### src/sv/tip_pkg.sv
// ----------------------------------------------------------------------------
// Text-to-integer parser package
// Phase codes and character constants shared by the parser.
// ----------------------------------------------------------------------------
`default_nettype none

package tip_pkg;

    // Parse phase codes.
    localparam logic [2:0] PH_WS   = 3'd0;  // skipping leading whitespace
    localparam logic [2:0] PH_SDIG = 3'd1;  // signed decimal digits
    localparam logic [2:0] PH_ZERO = 3'd2;  // unsigned, leading zero seen
    localparam logic [2:0] PH_UDEC = 3'd3;  // unsigned decimal digits
    localparam logic [2:0] PH_UHEX = 3'd4;  // unsigned hex digits
    localparam logic [2:0] PH_DONE = 3'd5;  // parsing stopped

    // Characters.
    localparam logic [7:0] CH_SPACE = 8'h20;
    localparam logic [7:0] CH_TAB   = 8'h09;
    localparam logic [7:0] CH_LF    = 8'h0A;
    localparam logic [7:0] CH_VT    = 8'h0B;
    localparam logic [7:0] CH_FF    = 8'h0C;
    localparam logic [7:0] CH_CR    = 8'h0D;
    localparam logic [7:0] CH_PLUS  = 8'h2B;
    localparam logic [7:0] CH_MINUS = 8'h2D;
    localparam logic [7:0] CH_0     = 8'h30;
    localparam logic [7:0] CH_9     = 8'h39;
    localparam logic [7:0] CH_UC_A  = 8'h41;
    localparam logic [7:0] CH_UC_F  = 8'h46;
    localparam logic [7:0] CH_UC_X  = 8'h58;
    localparam logic [7:0] CH_LC_A  = 8'h61;
    localparam logic [7:0] CH_LC_F  = 8'h66;
    localparam logic [7:0] CH_LC_X  = 8'h78;

    // Register index of the mode register.
    localparam logic REG_UNSIGNED_MODE = 1'b0;

endpackage

`default_nettype wire

### src/sv/text_to_integer_parser.sv
// ----------------------------------------------------------------------------
// Text-to-integer parser
// Parses a byte stream into a saturating signed or wrapping unsigned integer.
// ----------------------------------------------------------------------------
//
//  Channel   Direction  Payload
//  s_axis    in         tdata[7:0] char_in, tlast = last
//  m_axis    out        tdata[63:0] value, tuser = saturated
//  APB       in/out     register 0 (byte address 0): unsigned_mode
//
//  One item is taken per cycle while the input is not stalled; the state update
//  for a byte is a multiply by ten or sixteen and one add, done in the cycle
//  the byte is accepted. The result of a string is registered on the cycle its
//  last byte is taken and appears in the following cycle. The input stalls only
//  while a result is held and the output side is not ready. Reset clears the
//  parse state and the mode register; the block is ready once reset is released.
//
`default_nettype none

module text_to_integer_parser #(
    parameter int VALUE_WIDTH = 64
) (
    input  wire logic        clk,
    input  wire logic        rst_n,

    input  wire logic        s_axis_tvalid,
    output logic             s_axis_tready,
    input  wire logic [7:0]  s_axis_tdata,   // [7:0] char_in
    input  wire logic        s_axis_tlast,

    output logic             m_axis_tvalid,
    input  wire logic        m_axis_tready,
    output logic [63:0]      m_axis_tdata,   // [63:0] value
    output logic             m_axis_tuser,   // [0] saturated

    input  wire logic        psel,
    input  wire logic        penable,
    input  wire logic        pwrite,
    input  wire logic [2:0]  paddr,
    input  wire logic [31:0] pwdata,
    output logic [31:0]      prdata,
    output logic             pready
);

    import tip_pkg::*;

    localparam int W  = VALUE_WIDTH;
    localparam int PW = VALUE_WIDTH + 4;

    localparam logic [W-1:0] VHALF = {1'b1, {(W-1){1'b0}}};
    localparam logic [W-1:0] VMAX  = {1'b0, {(W-1){1'b1}}};

    logic           unsigned_mode_reg;
    logic [2:0]     phase_reg, phase_next;
    logic [W-1:0]   acc_reg, acc_next;
    logic           neg_reg, neg_next;
    logic           ovf_reg, ovf_next;
    logic           out_valid_reg;
    logic [W-1:0]   out_value_reg, out_value_next;
    logic           out_sat_reg, out_sat_next;

    logic [7:0]     c;
    logic           accept;
    logic           is_ws, is_dec, is_lc_hex, is_uc_hex, is_hex;
    logic [3:0]     dec_val, hex_val;
    logic [PW-1:0]  prod_dec;
    logic [PW-1:0]  prod_first;
    logic           sdig_ovf;

    // Configuration port.
    assign pready = 1'b1;
    assign prdata = (paddr[2] == REG_UNSIGNED_MODE) ? {31'd0, unsigned_mode_reg} : 32'd0;

    always_ff @(posedge clk or negedge rst_n)
    begin
        if (!rst_n)
        begin
            unsigned_mode_reg <= 1'b0;
        end
        else if (psel && penable && pwrite && pready && paddr[2] == REG_UNSIGNED_MODE)
        begin
            unsigned_mode_reg <= pwdata[0];
        end
    end

    // Character classes.
    assign c         = s_axis_tdata;
    assign is_ws     = (c == CH_SPACE) || (c == CH_TAB) || (c == CH_LF) ||
                       (c == CH_CR) || (c == CH_VT) || (c == CH_FF);
    assign is_dec    = (c >= CH_0) && (c <= CH_9);
    assign is_lc_hex = (c >= CH_LC_A) && (c <= CH_LC_F);
    assign is_uc_hex = (c >= CH_UC_A) && (c <= CH_UC_F);
    assign is_hex    = is_dec || is_lc_hex || is_uc_hex;
    assign dec_val   = c[3:0];
    assign hex_val   = is_dec ? c[3:0] : 4'(c[3:0] + 4'd9);

    // acc * 10 + digit, kept wide enough to see signed overflow.
    assign prod_dec   = PW'({acc_reg, 3'b000}) + PW'({acc_reg, 1'b0}) + PW'(dec_val);
    // From the whitespace phase the accumulator is zero.
    assign prod_first = PW'(dec_val);
    // acc > (VHALF - d) / 10 is the same as acc * 10 + d > VHALF.
    assign sdig_ovf   = prod_dec > PW'(VHALF);

    assign accept        = s_axis_tvalid && s_axis_tready;
    assign s_axis_tready = !out_valid_reg || m_axis_tready;

    // Next parse state for the accepted byte.
    always_comb
    begin
        phase_next = phase_reg;
        acc_next   = acc_reg;
        neg_next   = neg_reg;
        ovf_next   = ovf_reg;
        unique case (phase_reg)
            PH_WS:
            begin
                if (!is_ws)
                begin
                    if (!unsigned_mode_reg)
                    begin
                        if (c == CH_MINUS)
                        begin
                            neg_next   = 1'b1;
                            phase_next = PH_SDIG;
                        end
                        else if (c == CH_PLUS)
                        begin
                            phase_next = PH_SDIG;
                        end
                        else if (is_dec)
                        begin
                            phase_next = PH_SDIG;
                            acc_next   = prod_first[W-1:0];
                        end
                        else
                        begin
                            phase_next = PH_DONE;
                        end
                    end
                    else
                    begin
                        if (c == CH_0)
                        begin
                            phase_next = PH_ZERO;
                        end
                        else if (is_dec)
                        begin
                            phase_next = PH_UDEC;
                            acc_next   = prod_first[W-1:0];
                        end
                        else
                        begin
                            phase_next = PH_DONE;
                        end
                    end
                end
            end
            PH_SDIG:
            begin
                if (!is_dec)
                begin
                    phase_next = PH_DONE;
                end
                else if (sdig_ovf)
                begin
                    ovf_next   = 1'b1;
                    phase_next = PH_DONE;
                end
                else
                begin
                    acc_next = prod_dec[W-1:0];
                end
            end
            PH_ZERO:
            begin
                if (c == CH_LC_X || c == CH_UC_X)
                begin
                    phase_next = PH_UHEX;
                end
                else if (is_dec)
                begin
                    phase_next = PH_UDEC;
                    acc_next   = prod_first[W-1:0];
                end
                else
                begin
                    phase_next = PH_DONE;
                end
            end
            PH_UDEC:
            begin
                if (is_dec)
                begin
                    acc_next = prod_dec[W-1:0];
                end
                else
                begin
                    phase_next = PH_DONE;
                end
            end
            PH_UHEX:
            begin
                if (is_hex)
                begin
                    acc_next = {acc_reg[W-5:0], hex_val};
                end
                else
                begin
                    phase_next = PH_DONE;
                end
            end
            default:
            begin
                phase_next = phase_reg;
            end
        endcase
    end

    // Result formatting from the state after the last byte.
    always_comb
    begin
        out_sat_next = 1'b0;
        if (unsigned_mode_reg)
        begin
            out_value_next = acc_next;
        end
        else if (neg_next)
        begin
            if (ovf_next || acc_next > VHALF)
            begin
                out_value_next = VHALF;
                out_sat_next   = 1'b1;
            end
            else
            begin
                out_value_next = W'(~acc_next + 1'b1);
            end
        end
        else
        begin
            if (ovf_next || acc_next > VMAX)
            begin
                out_value_next = VMAX;
                out_sat_next   = 1'b1;
            end
            else
            begin
                out_value_next = acc_next;
            end
        end
    end

    always_ff @(posedge clk or negedge rst_n)
    begin
        if (!rst_n)
        begin
            phase_reg     <= PH_WS;
            acc_reg       <= '0;
            neg_reg       <= 1'b0;
            ovf_reg       <= 1'b0;
            out_valid_reg <= 1'b0;
        end
        else
        begin
            if (accept)
            begin
                if (s_axis_tlast)
                begin
                    // The string ends here: start over for the next one.
                    phase_reg <= PH_WS;
                    acc_reg   <= '0;
                    neg_reg   <= 1'b0;
                    ovf_reg   <= 1'b0;
                end
                else
                begin
                    phase_reg <= phase_next;
                    acc_reg   <= acc_next;
                    neg_reg   <= neg_next;
                    ovf_reg   <= ovf_next;
                end
            end
            if (accept && s_axis_tlast)
            begin
                out_valid_reg <= 1'b1;
            end
            else if (m_axis_tready)
            begin
                out_valid_reg <= 1'b0;
            end
        end
    end

    always_ff @(posedge clk)
    begin
        if (accept && s_axis_tlast)
        begin
            out_value_reg <= out_value_next;
            out_sat_reg   <= out_sat_next;
        end
    end

    assign m_axis_tvalid = out_valid_reg;
    assign m_axis_tdata  = 64'(out_value_reg);
    assign m_axis_tuser  = out_sat_reg;

endmodule

`default_nettype wire
### config.mk
export PLATFORM = sky130hd
export DESIGN_NAME = text_to_integer_parser
export DESIGN_NICKNAME = d
export VERILOG_FILES = /design/src/sv/tip_pkg.sv /design/src/sv/text_to_integer_parser.sv
export SDC_FILE = /design/constraint.sdc
export NUM_CORES = 1
export LEC_CHECK = 0
export ABC_CLOCK_PERIOD_IN_PS = 8800
export BUFFER_PORTS_ARGS = -buffer_cell sky130_fd_sc_hd__buf_2
export CAP_MARGIN = 15
export CORE_ASPECT_RATIO = 1.25
export CORE_UTILIZATION = 30
export CTS_CLUSTER_DIAMETER = 50
export CTS_CLUSTER_SIZE = 16
export DETAILED_ROUTE_END_ITERATION = 8
export RECOVER_POWER = 50
export REMOVE_ABC_BUFFERS = 1
export SETUP_SLACK_MARGIN = 0.3
export SLEW_MARGIN = 15
export SYNTH_ARGS = -nofsm -noshare
export SYNTH_HDL_FRONTEND = slang
export SYNTH_SLANG_ARGS = --single-unit
### constraint.sdc
create_clock -name clk -period 8.8 [get_ports clk]
set_clock_uncertainty 0.05 [all_clocks]
set_input_delay 0 -clock clk [delete_from_list [all_inputs] [get_ports clk]]
set_output_delay 0 -clock clk [all_outputs]
set_load 0.02 [all_outputs]
==> out/summary.txt, run 1 <==
CTS buffer count: 17
CTS tree: built
Dpl hpwl: 58800 µm
Final setup violation count: 0
DR DRC count: 0
Fin cells: 3083
Initial antenna violation count: 1
WP data arrival: 8.45 ns
Final Max Slew Viols: 138
Standard-cell rows: 97
Worst skew pair latency: 0.44 ns
CTS max path bufs: 2
VDD IR max: 126 µV
Crit path max-delay cell type: a21oi_1
Detailed Routing Iterations Pass 1: 6
Critical path capture point type: register
Die Footprint: 58100 µm²
Routed len/inst: 24.8 µm
Min-delay worst type: in2reg
DP Cell Count: 3048
Max incr delay on CP: 0.66 ns
Unrepaired setup endpoints after global routing: false
Largest net degree at the start of global routing: 72
H-tree depth: 4
GRT Overall Usage: 25.5%
Vias per Instance: 6.40
Clock sink count: 136
Filler Cell Count: 5979
Io pins: 151
LEAKAGE: 7.96 nW
Final wirelength: 76400 µm
Required @ worst endpoint: 9.00 ns
Inserted Diodes: 0
Status: complete, but fails checks
WP buf/inv: 4
Most frequent cells in the layout: nand2_1 (261), a21oi_1 (173), o21ai_0 (169)
First-pass GRT wire length: 115000 µm
Die width: 216 µm
Vias in the first global route: 18900
Root Buffer: clkbuf_16
Max Freq: 121 MHz
Final Critical Period: 8.25 ns
Post-synth EDFFs: 65
Die Ht: 269 µm
Sequential share of the synthesized area: 21.8%
Ys Warns: 0
Crit path launch type: register
Share of cells above drive strength 1: 9.78%
Area grow syn2layout: 11.8%
Cell area after synthesis: 17100 µm²
Nets: 2517
Dominant synthesized flop cell: dfrtp_1
Util after Layout: 34.1%
Synth unique cells: 105
Antenna-violating nets left: 0
Clock transition at path regs: 0.06 ns
Routability cong.: 1.03
Synthesized instance count: 2260
#FFs+latches synth: 136
Synth Area per Inst: 7.58 µm²
Port bufs: 85
DRT iter0 DRCs: 2076
Critical path class: reg2reg
Max-slew headroom: -188%
CP delay by family, top: compound AO/OA/AOI/OAI gates
Pwr Density: 166 nW/µm²
DR vias: 19700
Total grt overflow: 0
Setup TNS: 0 ns
Failing checks: max-capacitance violations, max-slew violations
Seq. cell area: 3730 µm²
Commonest non-fill, non-tap cell in the layout: nand2_1
Ys async rst share: 52.2%
Final Cycle Share: 93.7%
CP Max Fanout: 31
Starting Density: 30.5%
Top cell by count, worst path: a21oi_1
Worst Tran Pin Value: 4.31 ns
Worst path cell trace: fa_1, inv_1, fa_1, nand2b_1, a21oi_1, o211a_1, o211a_4, o21ai_1, a21oi_1, nor3_1, o211ai_1, buf_4, nor3_4, buf_4, a21oi_1, a22o_1, o21bai_1, and4bb_1, or4b_4, o41ai_4, buf_12, nand2_2, o221ai_1
Footprint of the multi-input gates: 12500 µm²
Final hold vios: 0
Core area: 56200 µm²
Max Cap Viol: 2
==> metrics by stage <==
step / worst slack, ns / power, mW / instance area [µm²] / hold slack [ns]
floorplan: 0.275 / 1.83 / 16400 / -0.346
global placement: 0.869 / 2.43 / 18700 / 0.161
detailed placement: 0.706 / 2.46 / 18700 / 0.163
CTS: 0.644 / 3.13 / 19200 / 0.0625
global route: 0.302 / 3.34 / 19200 / 0.140
finish: 0.554 / 3.18 / 19200 / 0.0900
==> metal layers <==
| layer | global-route usage [%] | part of all wire (%) |
|---|---|---|
| met5 | 0 | 0.017 |
| met4 | 19.2 | 8.4 |
| met2 | 41.7 | 46 |
| met3 | 4.17 | 7.6 |
| met1 | 29.9 | 38 |
==> worst register-to-register path, delay by kind of cell, from the launching register on <==
family,cells,cell delay (ns)
AOI/OAI and AO/OA,11,3.68
adders and majority gates,2,1.01
buffers and inverters,4,0.97
DFF,1,0.48
and+or+nand+nor,6,1.85
==> path summary, 6_finish.rpt <==
check	from	to	slack, ns	depth (start not counted)
min reg2reg	acc_reg[60]	acc_reg[60]	0.53	2
max	acc_reg[2]	m_axis_tdata[33]	0.55	23
max in group asynchronous	rst_n	acc_reg[7]	4.66	2
min	s_axis_tdata[4]	phase_reg[0]	0.09	4
max reg2reg	acc_reg[2]	m_axis_tdata[33]	0.55	23
min in group asynchronous	rst_n	acc_reg[59]	1.61	2
==> cell type report <==
type	count	share of cell area, %
Multi-Input combinational cell	1924	65.5
Timing Repair Buffer	206	6.61
Tap cell	742	4.85
Clock inverter	4	0.111
Inverter	46	0.901
Clock buffer	25	2.59
Sequential cell	136	19.5
==> synth_stat cells, types with 28 or more instances <==
library cell	count	area [µm²]
a211oi_1	32	240
a21o_1	29	218
a21oi_1	173	866
a221oi_1	29	254
a31oi_1	49	307
and2_1	33	206
and3_1	28	175
buf_4	36	270
clkbuf_1	115	432
dfrtp_1	71	1780
edfxtp_1	65	1950
ha_1	133	1660
inv_1	46	173
nand2_1	263	987
nand3_1	68	340
nand4_1	58	363
nor2_1	166	623
nor3_1	62	310
nor4_1	35	219
o211ai_1	31	233
o21ai_0	170	851
o21ai_1	32	160
==> power breakdown <==
group          leakage, nW  total, mW  internal, mW  switching, mW
Sequential            1.61      0.777         0.714         0.0630
Clock                0.258      0.659         0.386          0.273
Combinational         6.09       1.74         0.597           1.15
==> cell families after synthesis <==
group | count (synthesis) | share of synthesized area, %
flip-flops | 136 | 21.8
AND/OR/NAND/NOR | 848 | 24.8
XOR/XNOR | 35 | 1.79
buffers and inverters | 230 | 6.05
AO/OA/AOI/OAI | 857 | 34.5
adder cells (fa/ha/maj) | 135 | 9.95
other | 2 | 0.0438
multiplexers | 17 | 1.04
==> what timing repair did <==
item / 4_1_cts / 5_1_grt
endpoints found under the setup margin: 0 / 30
buffers inserted: 0 / 1
hold buffers: 5 / 0
endpoints found under the hold margin: 79 / 0
gates resized for setup: 0 / 5
No activity file was read; power rests on OpenSTA's default activity.
==> run 2, diff against run 1 <==
- CELL_PAD_IN_SITES_DETAIL_PLACEMENT: default -> 1
- CELL_PAD_IN_SITES_GLOBAL_PLACEMENT: default -> 2
- PLACE_DENSITY_LB_ADDON: default -> 0.1
==> out/summary.txt, run 2 (synthesis gave the netlist of run 1 again) <==
Status: complete, but fails checks
Failing checks: max-capacitance violations, max-slew violations
Max-slew headroom: -149%
Antenna-violating nets left: 0
Die Ht: 269 µm
Root Buffer: clkbuf_16
Min-delay worst type: in2reg
Unrepaired setup endpoints after global routing: false
Clock transition at path regs: 0.06 ns
Routed len/inst: 28.3 µm
Routability cong.: 0.923
# resized after CTS: 0
Dpl hpwl: 69500 µm
Post-CTS Setup Inserts: 0
Max Freq: 121 MHz
First-pass GRT wire length: 130000 µm
Largest net degree at the start of global routing: 69
Vias in the first global route: 19900
Core area: 56200 µm²
Crit path launch type: register
CTS buffer count: 17
Share of cells above drive strength 1: 10.7%
Footprint of the multi-input gates: 12500 µm²
Port bufs: 85
Slack of the critical path: 0.532 ns
Worst Tran Pin Value: 3.73 ns
Worst skew pair latency: 0.45 ns
Starting Density: 30.5%
Detailed Routing Iterations Pass 1: 5
Most frequent cells in the layout: nand2_1 (262), a21oi_1 (173), o21ai_0 (169)
CTS tree: built
Worst hold slack: 0.103 ns
H-tree depth: 4
Critical path class: reg2reg
Max Cap Viol: 2
GRT Overall Usage: 29.7%
Final Critical Period: 8.27 ns
Final Cycle Share: 94.0%
Final wirelength: 88100 µm
Inserted Diodes: 0
Required @ worst endpoint: 9.00 ns
Commonest non-fill, non-tap cell in the layout: nand2_1
WP data arrival: 8.47 ns
Setup TNS: 0 ns
Standard-cell rows: 97
Total grt overflow: 0
Hold Buf Count CTS: 6
LEAKAGE: 8.12 nW
Io pins: 151
Initial antenna violation count: 0
Pwr Density: 172 nW/µm²
CTS max path bufs: 2
Clock sink count: 136
R2R setup slack: 0.53 ns
Final Max Slew Viols: 123
DR DRC count: 0
Die width: 216 µm
Final hold vios: 0
Critical path capture point type: register
Filler Cell Count: 6878
Area grow syn2layout: 13.3%
CP Max Fanout: 15
DR vias: 19700
DRT iter0 DRCs: 1498
Die Footprint: 58100 µm²
Worst slack at placement: 0.749 ns
Final setup violation count: 0
Nets: 2545
Vias per Instance: 6.33
VDD IR max: 117 µV
Seq. cell area: 3730 µm²
-- run 2: changes by cell type in the layout (fill, tap and decap cells not counted), sizes merged --
| cell | previous run | this run |
|---|---|---|
| inv | 47 | 45 |
| clkinv | 3 | 6 |
| clkbuf | 95 | 98 |
| buf | 131 | 157 |
| bufinv | 0 | 1 |
-- run 2: report_power, final --
group | internal [mW] | total (mW) | leakage (nW) | switching (mW)
clock network | 0.443 | 0.731 | 0.294 | 0.288
logic | 0.616 | 1.82 | 6.22 | 1.20
registers | 0.714 | 0.781 | 1.61 | 0.0675
total | 1.77 | 3.33 | 8.12 | 1.56
-- run 2: layout make-up --
type	instances	share of cell area, %
Clock buffer	26	2.74
Clock inverter	6	0.303
Inverter	46	0.889
Multi-Input combinational cell	1924	64.4
Sequential cell	136	19.2
Tap cell	742	4.78
Timing Repair Buffer	234	7.64
-- run 2: final timing paths --
| path | endpoint | from | depth (start not counted) |
|---|---|---|---|
| max | m_axis_tdata[21] | acc_reg[33] | 20 |
| min | phase_reg[0] | s_axis_tdata[4] | 4 |
| max reg2reg | m_axis_tdata[21] | acc_reg[33] | 20 |
| max in group asynchronous | acc_reg[58] | rst_n | 3 |
| min in group asynchronous | phase_reg[1] | rst_n | 3 |
| min reg2reg | acc_reg[60] | acc_reg[60] | 2 |
-- run 2: worst max-delay path, cell delays in order, from the launching register on --
cell and delay [ns]:
dfrtp_1 0.61, ha_1 0.32, ha_1 0.53, nand4_1 0.20, nor3_1 0.45, nand2_1 0.19, a31oi_1 0.65, nor4bb_1 0.16
a211oi_1 0.68, or3b_2 0.25, nor3_1 0.05, and4_1 0.26, and3_1 0.37, o211ai_1 0.56, ha_1 0.31, nand4b_1 0.17
or2_1 0.28, or4b_4 0.68, o41ai_4 0.50, nand2_2 0.39, o221ai_1 0.36
-- run 2: per-stage QoR --
stage                     utilization [%]  total power, mW  area, µm²  cells
after floorplan                         -             1.83      16400   2106
after global placement               33.6             2.53      18900   3075
after detailed placement             33.6             2.57      18900   3076
after CTS                            34.7             3.31      19500   3114
after global routing                 34.6             3.49      19400   3114
final                                34.6             3.33      19400   3114
-- run 2: layer usage --
| layer | track usage [%] | up-vias | routed length (µm) |
|---|---|---|---|
| met1 | 35.1 | 9871 | 35400 |
| met2 | 51.9 | 689 | 43400 |
| met4 | 17.4 | 0 | 5520 |
| met3 | 2.62 | 213 | 3730 |
| met5 | 0 | - | 0 |
| li1 | - | 8941 | - |
==> run 3, diff against run 2 <==
- ABC_CLOCK_PERIOD_IN_PS: 8800 -> 6660
- clock period: 8.8 -> 6.66 ns (I/O delays scaled with it)
==> out/summary.txt, run 3 (synthesis gave the netlist of run 1 again) <==
Pwr Density: 206 nW/µm²
RR Endpoint: m_axis_tdata[2]
H-tree depth: 4
First-pass GRT wire length: 155000 µm
Min-Delay Endpoint: phase_reg[0]
Seq. cell area: 3740 µm²
Initial antenna violation count: 2
Area post-placement: 23700 µm²
Commonest non-fill, non-tap cell in the layout: buf_4
Antenna-violating nets left: 0
Vias per Instance: 6.00
Routability cong.: 0.964
Worst reg-to-reg path cell count: 27
Area grow syn2layout: 54.5%
Final Critical Period: 6.92 ns
R2R setup slack: -0.26 ns
Footprint of the multi-input gates: 14000 µm²
Worst Setup SP: acc_reg[38]
Vias in the first global route: 24000
Total grt overflow: 0
Max Freq: 144 MHz
WP data arrival: 7.17 ns
Post-route design area: 26500 µm²
GRT Overall Usage: 35.4%
CP Max Fanout: 7
Core area: 56200 µm²
Most frequent cells in the layout: buf_4 (768), nand2_1 (258), nor2_1 (158)
Max Cap Viol: 1
LEAKAGE: 12.0 nW
DR vias: 22800
Min-delay worst type: in2reg
Power, Total: 5.46 mW
Clock transition at path regs: 0.07 ns
Hold path cells: 4
Worst slack at placement: -1.04 ns
Status: complete, but fails checks
Largest net degree at the start of global routing: 65
Dpl hpwl: 82900 µm
Final setup violation count: 65
Filler Cell Count: 6760
Failing checks: max-capacitance violations, max-slew violations, negative setup slack
Detailed Routing Iterations Pass 1: 5
FF-to-FF Start: acc_reg[38]
DRT iter0 DRCs: 1673
Crit path launch type: register
Fin cells: 3798
Max-slew headroom: -121%
Standard-cell rows: 97
Routed len/inst: 27.6 µm
Critical path class: reg2reg
Share of cells above drive strength 1: 37.9%
Starting Density: 30.5%
Io pins: 151
Worst skew pair latency: 0.47 ns
Final hold vios: 0
Final Max Slew Viols: 50
CTS buffer count: 17
VDD IR max: 222 µV
Slack of the critical path: -0.261 ns
Final Cycle Share: 104%
Nets: 3228
Critical path capture point type: register
Required @ worst endpoint: 6.91 ns
CTS tree: built
Clock sink count: 136
DR DRC count: 0
CTS max path bufs: 2
Die Ht: 269 µm
DP Cell Count: 3696
Port bufs: 85
Root Buffer: clkbuf_16
Final wirelength: 105000 µm
Die Footprint: 58100 µm²
Worst Tran Pin Value: 3.32 ns
Die width: 216 µm
Unrepaired setup endpoints after global routing: true
Util after Layout: 47.1%
Hold_sp: s_axis_tdata[4]
-- run 3: changes by cell type in the layout (fill, tap and decap cells not counted), sizes merged --
cell / change
buf: +683
clkbuf: -5
clkinv: +1
clkinvlp: +1
diode: +1
dlygate4sd3: +2
inv: +1
-- run 3: worst max-delay path by stage --
stage / depth (start not counted) / slack [ns] / end
2_1_floorplan: 21 / -1.87 / m_axis_tdata[35]
5_1_grt: 26 / -0.46 / m_axis_tdata[28]
6_report: 27 / -0.26 / m_axis_tdata[2]
3_3_place_gp: 25 / -0.93 / m_axis_tdata[3]
4_1_cts: 25 / -0.12 / m_axis_tdata[42]
3_5_place_dp: 27 / -1.04 / m_axis_tdata[58]
-- run 3: power by group --
| group | leakage, nW | switching, mW | internal [mW] |
|---|---|---|---|
| registers | 1.59 | 0.0627 | 0.942 |
| logic | 10.1 | 2.06 | 1.47 |
| clock network | 0.259 | 0.425 | 0.510 |
| total | 12.0 | 2.54 | 2.92 |
-- run 3: layout make-up --
class,count,area share (%)
Sequential cell,136,14.1
Clock buffer,23,1.69
Tap cell,742,3.51
Clock inverter,9,0.302
Inverter,46,0.652
Timing Repair Buffer,917,26.7
Antenna cell,1,0.00945
Multi-Input combinational cell,1924,53.1
-- run 3: stage by stage --
| step | hold WS (ns) | TNS [ns] |
|---|---|---|
| floorplan | -0.346 | -94.39 |
| global placement | -0.131 | -51.82 |
| detailed placement | -0.129 | -55.18 |
| CTS | 0.0401 | -1.45 |
| global route | 0.104 | -24.23 |
| finish | 0.0608 | -10.16 |
-- run 3: what timing repair did --
item	in CTS	in global routing
gates resized for setup	267	86
setup buffers	41	13
pin swaps	80	40
endpoints found under the setup margin	66	65
gates cloned	7	0
hold endpoints to repair	35	0
hold buffers	8	0
-- run 3: per-layer routing --
metal | global-route usage [%] | part of all wire [%] | vias to the layer above
met5 | 0 | 0 | -
met4 | 22.1 | 7.2 | 0
li1 | - | - | 10300
met2 | 61.8 | 49 | 758
met3 | 3.78 | 4.1 | 260
met1 | 41.1 | 40 | 11400
-- run 3: worst max-delay path: stages, from the launching register on --
cell and delay, ns:
dfrtp_1 0.51, ha_1 0.37, ha_1 0.42, nand2_1 0.12, buf_4 0.14, nor2_1 0.22, nand3_1 0.28, nor4_2 0.27
a211oi_2 0.12, buf_4 0.18, xnor2_2 0.18, a221oi_4 0.24, buf_4 0.16, nand4b_1 0.15, or4_4 0.52, buf_8 0.16
o21ai_4 0.17, buf_6 0.15, a221o_1 0.20, nand4b_1 0.15, or2_1 0.29, or4b_4 0.61, o41ai_4 0.25, buf_6 0.22
buf_6 0.13, buf_16 0.15, a31oi_4 0.08, o211ai_1 0.24
